--- config.mk ---
export PLATFORM = sky130hd
export DESIGN_NAME = bfhs_ctrl
export DESIGN_NICKNAME = d
export VERILOG_FILES = /design/src/rtl/core/back_forward_history_stacks_macros.svh /design/src/rtl/core/bfhs_pkg.sv /design/src/rtl/core/bfhs_ctrl.sv
export SDC_FILE = /design/constraint.sdc
export NUM_CORES = 1
export LEC_CHECK = 0
export BUFFER_PORTS_ARGS = -buffer_cell sky130_fd_sc_hd__buf_2
export CAP_MARGIN = 20
export CORE_AREA = 10 10 47 49
export CTS_CLUSTER_DIAMETER = 60
export DETAILED_ROUTE_END_ITERATION = 12
export DIE_AREA = 0 0 57 59
export PLACE_DENSITY = 0.3
export SYNTH_ARGS = -nofsm -noshare
export SYNTH_HDL_FRONTEND = slang
export SYNTH_SLANG_ARGS = --single-unit
--- constraint.sdc ---
create_clock -name i_clk -period 1.35 [get_ports i_clk]
set_clock_uncertainty 0.2 [all_clocks]
set_input_delay 0.2025 -clock i_clk [delete_from_list [all_inputs] [get_ports i_clk]]
set_output_delay 0.2025 -clock i_clk [all_outputs]
set_load 0.005 [all_outputs]
--- src/rtl/core/back_forward_history_stacks_macros.svh ---
// Assertion helpers used by the history stack datapath.
// All use i_clk and the active-low synchronous reset i_rst_n of the including module.
`ifndef BACK_FORWARD_HISTORY_STACKS_MACROS_SVH
`define BACK_FORWARD_HISTORY_STACKS_MACROS_SVH

// cons must hold in the same cycle as ante
`define BFHS_ASSERT_NOW(label, ante, cons) \
    label: assert property (@(posedge i_clk) disable iff (!i_rst_n) (ante) |-> (cons)) \
        else $error("bfhs assertion failed");

// cons must hold in the cycle after ante
`define BFHS_ASSERT_NEXT(label, ante, cons) \
    label: assert property (@(posedge i_clk) disable iff (!i_rst_n) (ante) |=> (cons)) \
        else $error("bfhs assertion failed");

`endif

--- src/rtl/core/bfhs_pkg.sv ---
`default_nettype none

package bfhs_pkg;

    localparam int DEF_STACK_DEPTH = 1024;
    localparam int DEF_HANDLE_BITS = 32;

    typedef enum logic [1:0] {
        CMD_VISIT   = 2'd0,
        CMD_BACK    = 2'd1,
        CMD_FORWARD = 2'd2
    } t_cmd;

    typedef enum logic [1:0] {
        STAT_OK         = 2'd0,
        STAT_NO_BACK    = 2'd1,
        STAT_NO_FORWARD = 2'd2,
        STAT_FULL       = 2'd3
    } t_status;

    // controller -> datapath commands
    typedef struct packed {
        logic load;   // capture the input transaction, top-of-stack reads in flight
        logic exec;   // apply the command and load the result register
    } t_ctl;

endpackage

`default_nettype wire

--- src/rtl/core/bfhs_ctrl.sv ---
`default_nettype none

module bfhs_ctrl (
    input  wire              i_clk,
    input  wire              i_rst_n,
    input  wire              i_in_valid,
    output logic             o_in_ready,
    output logic             o_out_valid,
    input  wire              i_out_ready,
    output bfhs_pkg::t_ctl   o_ctl
);
    import bfhs_pkg::*;

    typedef enum logic [1:0] {
        S_IDLE = 2'b01,
        S_EXEC = 2'b10
    } t_state;

    t_state r_state, n_state;
    logic   r_out_valid, n_out_valid;
    logic   slot_free;

    assign slot_free   = !r_out_valid || i_out_ready;
    assign o_in_ready  = (r_state == S_IDLE);
    assign o_out_valid = r_out_valid;

    always_comb begin
        n_state    = r_state;
        o_ctl.load = 1'b0;
        o_ctl.exec = 1'b0;
        case (r_state)
            S_IDLE: begin
                if (i_in_valid) begin
                    o_ctl.load = 1'b1;
                    n_state    = S_EXEC;
                end
            end
            S_EXEC: begin
                // wait here while the previous result is still held downstream
                if (slot_free) begin
                    o_ctl.exec = 1'b1;
                    n_state    = S_IDLE;
                end
            end
            default: n_state = S_IDLE;
        endcase
    end

    always_comb begin
        n_out_valid = r_out_valid;
        if (o_ctl.exec) begin
            n_out_valid = 1'b1;
        end else if (i_out_ready) begin
            n_out_valid = 1'b0;
        end
    end

    always_ff @(posedge i_clk) begin
        if (!i_rst_n) begin
            r_state     <= S_IDLE;
            r_out_valid <= 1'b0;
        end else begin
            r_state     <= n_state;
            r_out_valid <= n_out_valid;
        end
    end

endmodule

`default_nettype wire

======== After elaboration in Yosys (flattened, before gate mapping) ========
Cells that the tools add are included.
cells by class
  eq/ne operators ......................... 4
  mux-type cells .......................... 9
  reduce and logical (&&, ||, !) cells .... 4
operators with widths
  operator                                             count
  2-to-1 mux 1 bit                                     6
  2-to-1 mux 2 bit                                     2
  inequality test 2 bit, second input constant         2
  one-hot mux 2 bit (2 select lines)                   1
  equality test 2 x 1 -> 1 bit, second input constant  1
  equality test 2 bit, second input constant           1
  AND reduction 2 bit                                  1
  nonzero test 2 bit                                   1
  zero test 1 bit                                      1
  logical OR 1 bit                                     1
storage, ports and cells
  output and inout bits ................... 4
  logic and storage cells ................. 19
  bits of input ports ..................... 4
  bits in registers ....................... 3

======== Longest topological paths before layout ========
Gate-level depths: netlist of the first run.
  word-level depth ........................ 5
  gate-level depth with buffers ........... 3
  gate-level depth less buffers ........... 2

======== Worst setup path after synthesis of the first run ========
No wires, ideal clock.
  kind .................................... flip-flop to output port
  start point ............................. reg r_state[0]
  end point ............................... out o_ctl[0] in the netlist's numbering
  arrival ................................. 644 ps
  data required time ...................... 947 ps
  stages on the path, launching flop included .. 4
  setup slack ............................. 304 ps
  path buffers ............................ 1
  path through ............................ dfxtp_1 -> nand2b_1 -> nor2b_1 -> buf_4
RTL lines
  item                    RTL line         source
  from (decl)             bfhs_ctrl.sv:19  t_state r_state, n_state;
  from (signal assigned)  bfhs_ctrl.sv:63  r_state <= n_state;
  to (decl)               bfhs_ctrl.sv:10  output bfhs_pkg::t_ctl o_ctl

==> results of run 1 <==
## report_power, final
part / leakage [nW] / internal, W / switching (W)
clock network: 0.0150 / 0.000111 / 0.0000496
logic: 0.0695 / 0.0000212 / 0.0000104
registers: 0.0258 / 0.0000930 / 0.00000448
total: 0.110 / 0.000225 / 0.0000646
## kinds of logic (layout without fill, tap and decap cells)
kind of cell / count (synthesis) / count (layout)
AND/OR/NAND/NOR: 6 / 6
AO/OA/AOI/OAI: 3 / 3
flip-flops: 3 / 3
buffers and inverters: 1 / 12
## stage by stage
stage                     setup slack, ns  hold slack (ns)  cell area (µm²)
after global routing              -0.0352            0.109              238
after CTS                         0.00415           0.0690              219
after floorplan                     0.304           0.0825              134
after global placement              0.255            0.207              181
final                           -0.000508           0.0799              238
after detailed placement            0.250            0.213              181
## flip-flops by register name, summed over array words and instances (netlist names)
name         count
o_out_valid      1
r_state          2
## area by class of cell
cell class	instances	share of cell area
Timing Repair Buffer	8	0.216
Clock buffer	4	0.111
Sequential cell	3	0.274
Tap cell	16	0.0842
Multi-Input combinational cell	9	0.316
## repair_timing
| item | CTS | global route |
|---|---|---|
| gates resized for setup | 1 | 5 |
| hold buffers | 1 | 0 |
| pin swaps | 0 | 0 |
| endpoints found under the setup margin | 1 | 2 |
| hold endpoints to repair | 2 | 0 |
## worst register-to-register path: stages (launching register included)
cell	delay [ns]
dfxtp_4	0.36
and3b_2	0.23
o21a_1	0.18
## placed cells by master, fill, tap and decap left out
cell type      instances
nor2b_1                2
a21boi_1               1
o21ai_1                1
and4bb_1               1
buf_6                  1
buf_2                  6
dfxtp_2                1
nand2b_4               1
and3b_2                1
clkbuf_4               3
dfxtp_1                1
nand2b_1               1
o21a_1                 1
dfxtp_4                1
dlygate4sd3_1          1
clkbuf_1               1
## worst max path at each step
stage                            from  endpoint  slack, ns  depth (start not counted)
after floorplan            r_state[0]  o_ctl[0]       0.30                          3
after detailed placement  i_out_ready  o_ctl[0]       0.25                          4
after global routing       r_state[1]  o_ctl[1]      -0.04                          2
after CTS                  r_state[0]  o_ctl[0]      0.004                          3
final                      r_state[1]  o_ctl[1]    -0.0005                          2
after global placement    i_out_ready  o_ctl[0]       0.26                          4
## layer usage
layer  up-vias  wire length, µm
met4         0                0
met5         -                0
met1        47              200
met3         0               84
met2        10               89
li1         67                -
## synth_stat cells (all sizes together)
| cell | n |
|---|---|
| and4bb | 1 |
| buf | 1 |
| a21boi | 1 |
| nand2b | 2 |
| o21a | 1 |
| o21ai | 1 |
| nor2b | 2 |
| dfxtp | 3 |
| and3b | 1 |
==> results_dict.tcl, run 1 <==
set metrics [dict create \
    outcome "finished, violations left" \
    failed_checks "setup timing" \
    grt_max_degree 5 \
    yosysSeqAreaShare 0.449 \
    initialDrtViolationCount 1 \
    fin_nets 29 \
    synth_compound_area_frac 0.150 \
    wl_per_cell_um 9.35 \
    whs_endpoint "o_out_valid" \
    synth.avg_cell_area_um2 10.3 \
    startpoint_type "flip-flop" \
    place.gp.congestion 0.619 \
    p_per_area_nw_per_um2 1220 \
    worstSetupPathType "flip-flop to primary output" \
    dieArea_um2 3360 \
    hold_viol 0 \
    synth_mux_area_frac 0 \
    clockBufferDepth 2 \
    yosys.area_share.adder 0 \
    crit_path_max_incr_delay_ns 0.35 \
    drt_wl_total_um 374 \
    min_period_over_period 1.00 \
    synth_top_area_frac 0.449 \
    clkTransAtPathRegs_ns 0.04 \
    top_usage_layer "met3" \
    coreArea_um2 1400 \
    ys_top_cells_by_area "dfxtp_1 45%, and4bb_1 9.3%, nand2b_1 9.3%" \
    crit_arrival_ns 0.95 \
    slew_violations 0 \
    die_w_um 57 \
    ff2ff_setup_slack_ns 0.28 \
    grt_use_met3 0.0451 \
    rr_worst_depth 2 \
    ys_ff_latch 3 \
    synth-simple-area-share 0.346 \
    max_cap_viol_count 0 \
    cp-end-kind "primary output" \
    setup_slack_ns -0.000508 \
    fin_util 0.170 \
    holdCritPathClass "input pin to flip-flop" \
    synthXorXnorAreaFrac 0 \
    die_height_um 59 \
    rsz0062_at_grt "true" \
    ff_latch_area_um2 65.1 \
    synthCells 13 \
    leakage_nw 0.110 \
    r2r_end "r_state[1]" \
    fin_cells 40 \
    crit_fanout 4 \
    firstDrtPassIters 4 \
    synth_largest_area_cell "dfxtp_1" \
    fin_crit_ns 1.35 \
    cpLargestDelayFamily "flip-flops" \
    placementRows 14 \
    path_buf_inv 1 \
    drcViolationCount 0 \
    numClockSinks 3 \
    rr_startpoint "r_state[1]" \
    gr-usage-met2 0.0171 \
    cts_tree "done" \
    syn2layout_area_growth_pct 77.6 \
    final_antenna_net_count 0 \
    fin_tns_setup_ns -0.000508 \
    dp_hpwl_um 285 \
    vias_per_cell 3.10 \
    grt_pass1_vias 129 \
    diodes 0 \
    slew_headroom 0.929 \
    initial_core_util 0.0955 \
    grt_pass1_wl_um 614 \
    dr_total_vias 124 \
    clock.fmax_mhz 740 \
    dp_cells 35 \
    critPathRequiredTime_ns 0.95 \
    holdPathStages 3 \
    clk_latency_ns 0.24 \
    cp_slowest_cell "dfxtp_4" \
    grt_use_total 0.0281 \
    antenna_found_initial 0 \
    h-tree-depth 1 \
    worst_pin_slew_ns 0.106 \
    io_buffers 7 \
    clock_tree.root_cell "clkbuf_4" \
    io_pins 8 \
    ir_drop_mv 0.400 \
    crit_chain "and3b_2 -> buf_6" \
    synth_area_um2 134 \
    grt_use_met1 0.0320 \
    synth-warning-count 0 \
    mappedNetlistNets 17 \
    synth_top_family_by_area "simple AND/OR/NAND/NOR gates" \
    finalSetupViolations 1 \
    layout-drive-gt1-share 0.583 \
    fillers 166 \
    cts_buffers 3 \
    postCtsSetupRepairBufs 0 \
    power_w 0.000290 \
    synth.distinct_cells 9 \
    hold_path.startpoint "i_out_ready" \
    grt_overflow 0 \
    multiInputGateArea_um2 75.1 \
]
Power figures use the tool's default switching activity.
==> run 2, diff against run 1 <==
Settings changed: ABC_AREA set to 1.
==> run 2 against run 1 <==
The run now ends clean. Global-route usage is 0.13 points lower. Synthesized cell count is 46% higher. Critical path depth is 1 higher. Worst hold slack worse by 0.0070 ns.
==> results_dict.tcl, run 2 <==
set metrics [dict create \
    synth_edf_count 0 \
    min_period_over_period 0.952 \
    ys_ff_latch 3 \
    dr_total_vias 156 \
    holdCritPathClass "input pin to flip-flop" \
    cp-end-kind "primary output" \
    slew_violations 0 \
    ys_top_cells_by_area "dfxtp_1 39%, inv_1 12%, nand2_1 7.4%" \
    fin_crit_ns 1.29 \
    grt_pass1_wl_um 586 \
    syn2layout_area_growth_pct 74.6 \
    yosysSeqAreaShare 0.393 \
    hold_viol 0 \
    synth_area_um2 153 \
    h-tree-depth 1 \
    vias_per_cell 3.25 \
    synth-warning-count 0 \
    antenna_found_initial 0 \
    async_reset_ff_frac 0 \
    leakage_nw 0.131 \
    die_height_um 59 \
    worstSetupPathType "flip-flop to primary output" \
    clk_latency_ns 0.23 \
    fin_tns_setup_ns 0 \
    startpoint_type "flip-flop" \
    post-place-ws_ns 0.260 \
    setup_slack_ns 0.0645 \
    wl_per_cell_um 8.40 \
    numClockSinks 3 \
    clkTransAtPathRegs_ns 0.03 \
    layout-drive-gt1-share 0.688 \
    die_w_um 57 \
    outcome "finished clean" \
    grt_pass1_vias 146 \
    cts_tree "done" \
    drt_wl_total_um 403 \
    clockBufferDepth 2 \
    critPathRequiredTime_ns 0.95 \
    synthCells 19 \
    io_pins 8 \
    grt_overflow 0 \
    initialDrtViolationCount 0 \
    cts_buffers 3 \
    diodes 0 \
    final_cell_mix "7 x buf_2, 3 x nand2_1, 3 x inv_1, 3 x clkbuf_4" \
    slew_headroom 0.915 \
    crit_fanout 4 \
    synth.distinct_cells 11 \
    fin_nets 37 \
    largest_reg_flops 2 \
    synth_commonest_cells "5 x inv_1, 3 x dfxtp_1, 3 x nand2_1" \
    final_antenna_net_count 0 \
    ff2ff_setup_slack_ns 0.30 \
    coreArea_um2 1400 \
    synth_largest_area_cell "dfxtp_1" \
    dieArea_um2 3360 \
    initial_core_util 0.109 \
    place.gp.congestion 0.609 \
    clock_tree.root_cell "clkbuf_4" \
    placementRows 14 \
    crit_arrival_ns 0.88 \
    grt_max_degree 5 \
    rsz0062_at_grt "false" \
    mappedNetlistNets 23 \
    io_buffers 7 \
    synth.avg_cell_area_um2 8.03 \
    grt_use_total 0.0268 \
    clock.fmax_mhz 778 \
    dp_hpwl_um 317 \
    synth_ff_type "dfxtp_1" \
    max_cap_viol_count 0 \
    drcViolationCount 0 \
    synth_top_area_frac 0.393 \
    ir_drop_mv 0.278 \
    final_common_cell "buf_2" \
    worst_pin_slew_ns 0.127 \
    yosysMostFrequentCell "inv_1" \
    firstDrtPassIters 1 \
    finalSetupViolations 0 \
    p_per_area_nw_per_um2 1080 \
    power_w 0.000289 \
    regMostFlops "r_state" \
]
## run 2: cell type report
type | instances | area (µm²)
inverter | 5 | 18.8
timing repair buffer | 10 | 60.1
fill | 171 | 1130
sequential | 3 | 62.6
clock buffer | 4 | 26.3
multi-input combinational | 10 | 78.8
tap | 16 | 20.0
## run 2: worst paths after layout
check,startpoint,endpoint,depth (start not counted)
setup / recovery,r_state[1],o_ctl[0],3
hold / removal,i_in_valid,r_state[1],3
setup reg to reg,o_out_valid,r_state[0],6
hold reg to reg,r_state[0],r_state[1],2
## run 2: through the flow
step / util / hold slack (ns) / instances / instance area (µm²)
after floorplan: - / 0.0712 / 19 / 153
after global placement: 0.143 / 0.204 / 41 / 200
after detailed placement: 0.143 / 0.211 / 41 / 200
after CTS: 0.169 / 0.0660 / 46 / 236
after global routing: 0.190 / 0.0683 / 48 / 267
final: 0.190 / 0.0729 / 48 / 267
## run 2: power breakdown
part / internal (W) / switching, W
Clock: 0.000111 / 0.0000431
Sequential: 0.0000940 / 0.00000438
Combinational: 0.0000182 / 0.0000185
## run 2: cell families (layout without fill, tap and decap cells)
family | after synthesis | after routing | share of synthesized area
buffers and inverters | 6 | 19 | 0.172
and+or+nand+nor | 8 | 8 | 0.328
AOI/OAI and AO/OA | 2 | 2 | 0.107
DFF | 3 | 3 | 0.393
## run 2: timing repair
action	in CTS	in global routing
resized for setup	0	6
hold endpoints to repair	1	0
hold buffers	1	0
setup buffers	0	2
endpoints found under the setup margin	0	2
## run 2: routing by layer
metal	share of wire	GRT usage	vias up	wire (µm)
li1	-	-	82	-
met3	0.087	0.0215	0	35
met4	0	0.0403	0	0
met1	0.41	0.0237	69	166
met5	0	0	-	0
met2	0.50	0.0310	5	201
## run 2: critical path, cell delays in order, from the launching register on
cell and delay [ns]:
dfxtp_1 0.31, inv_2 0.06, nor3_2 0.14, buf_2 0.14
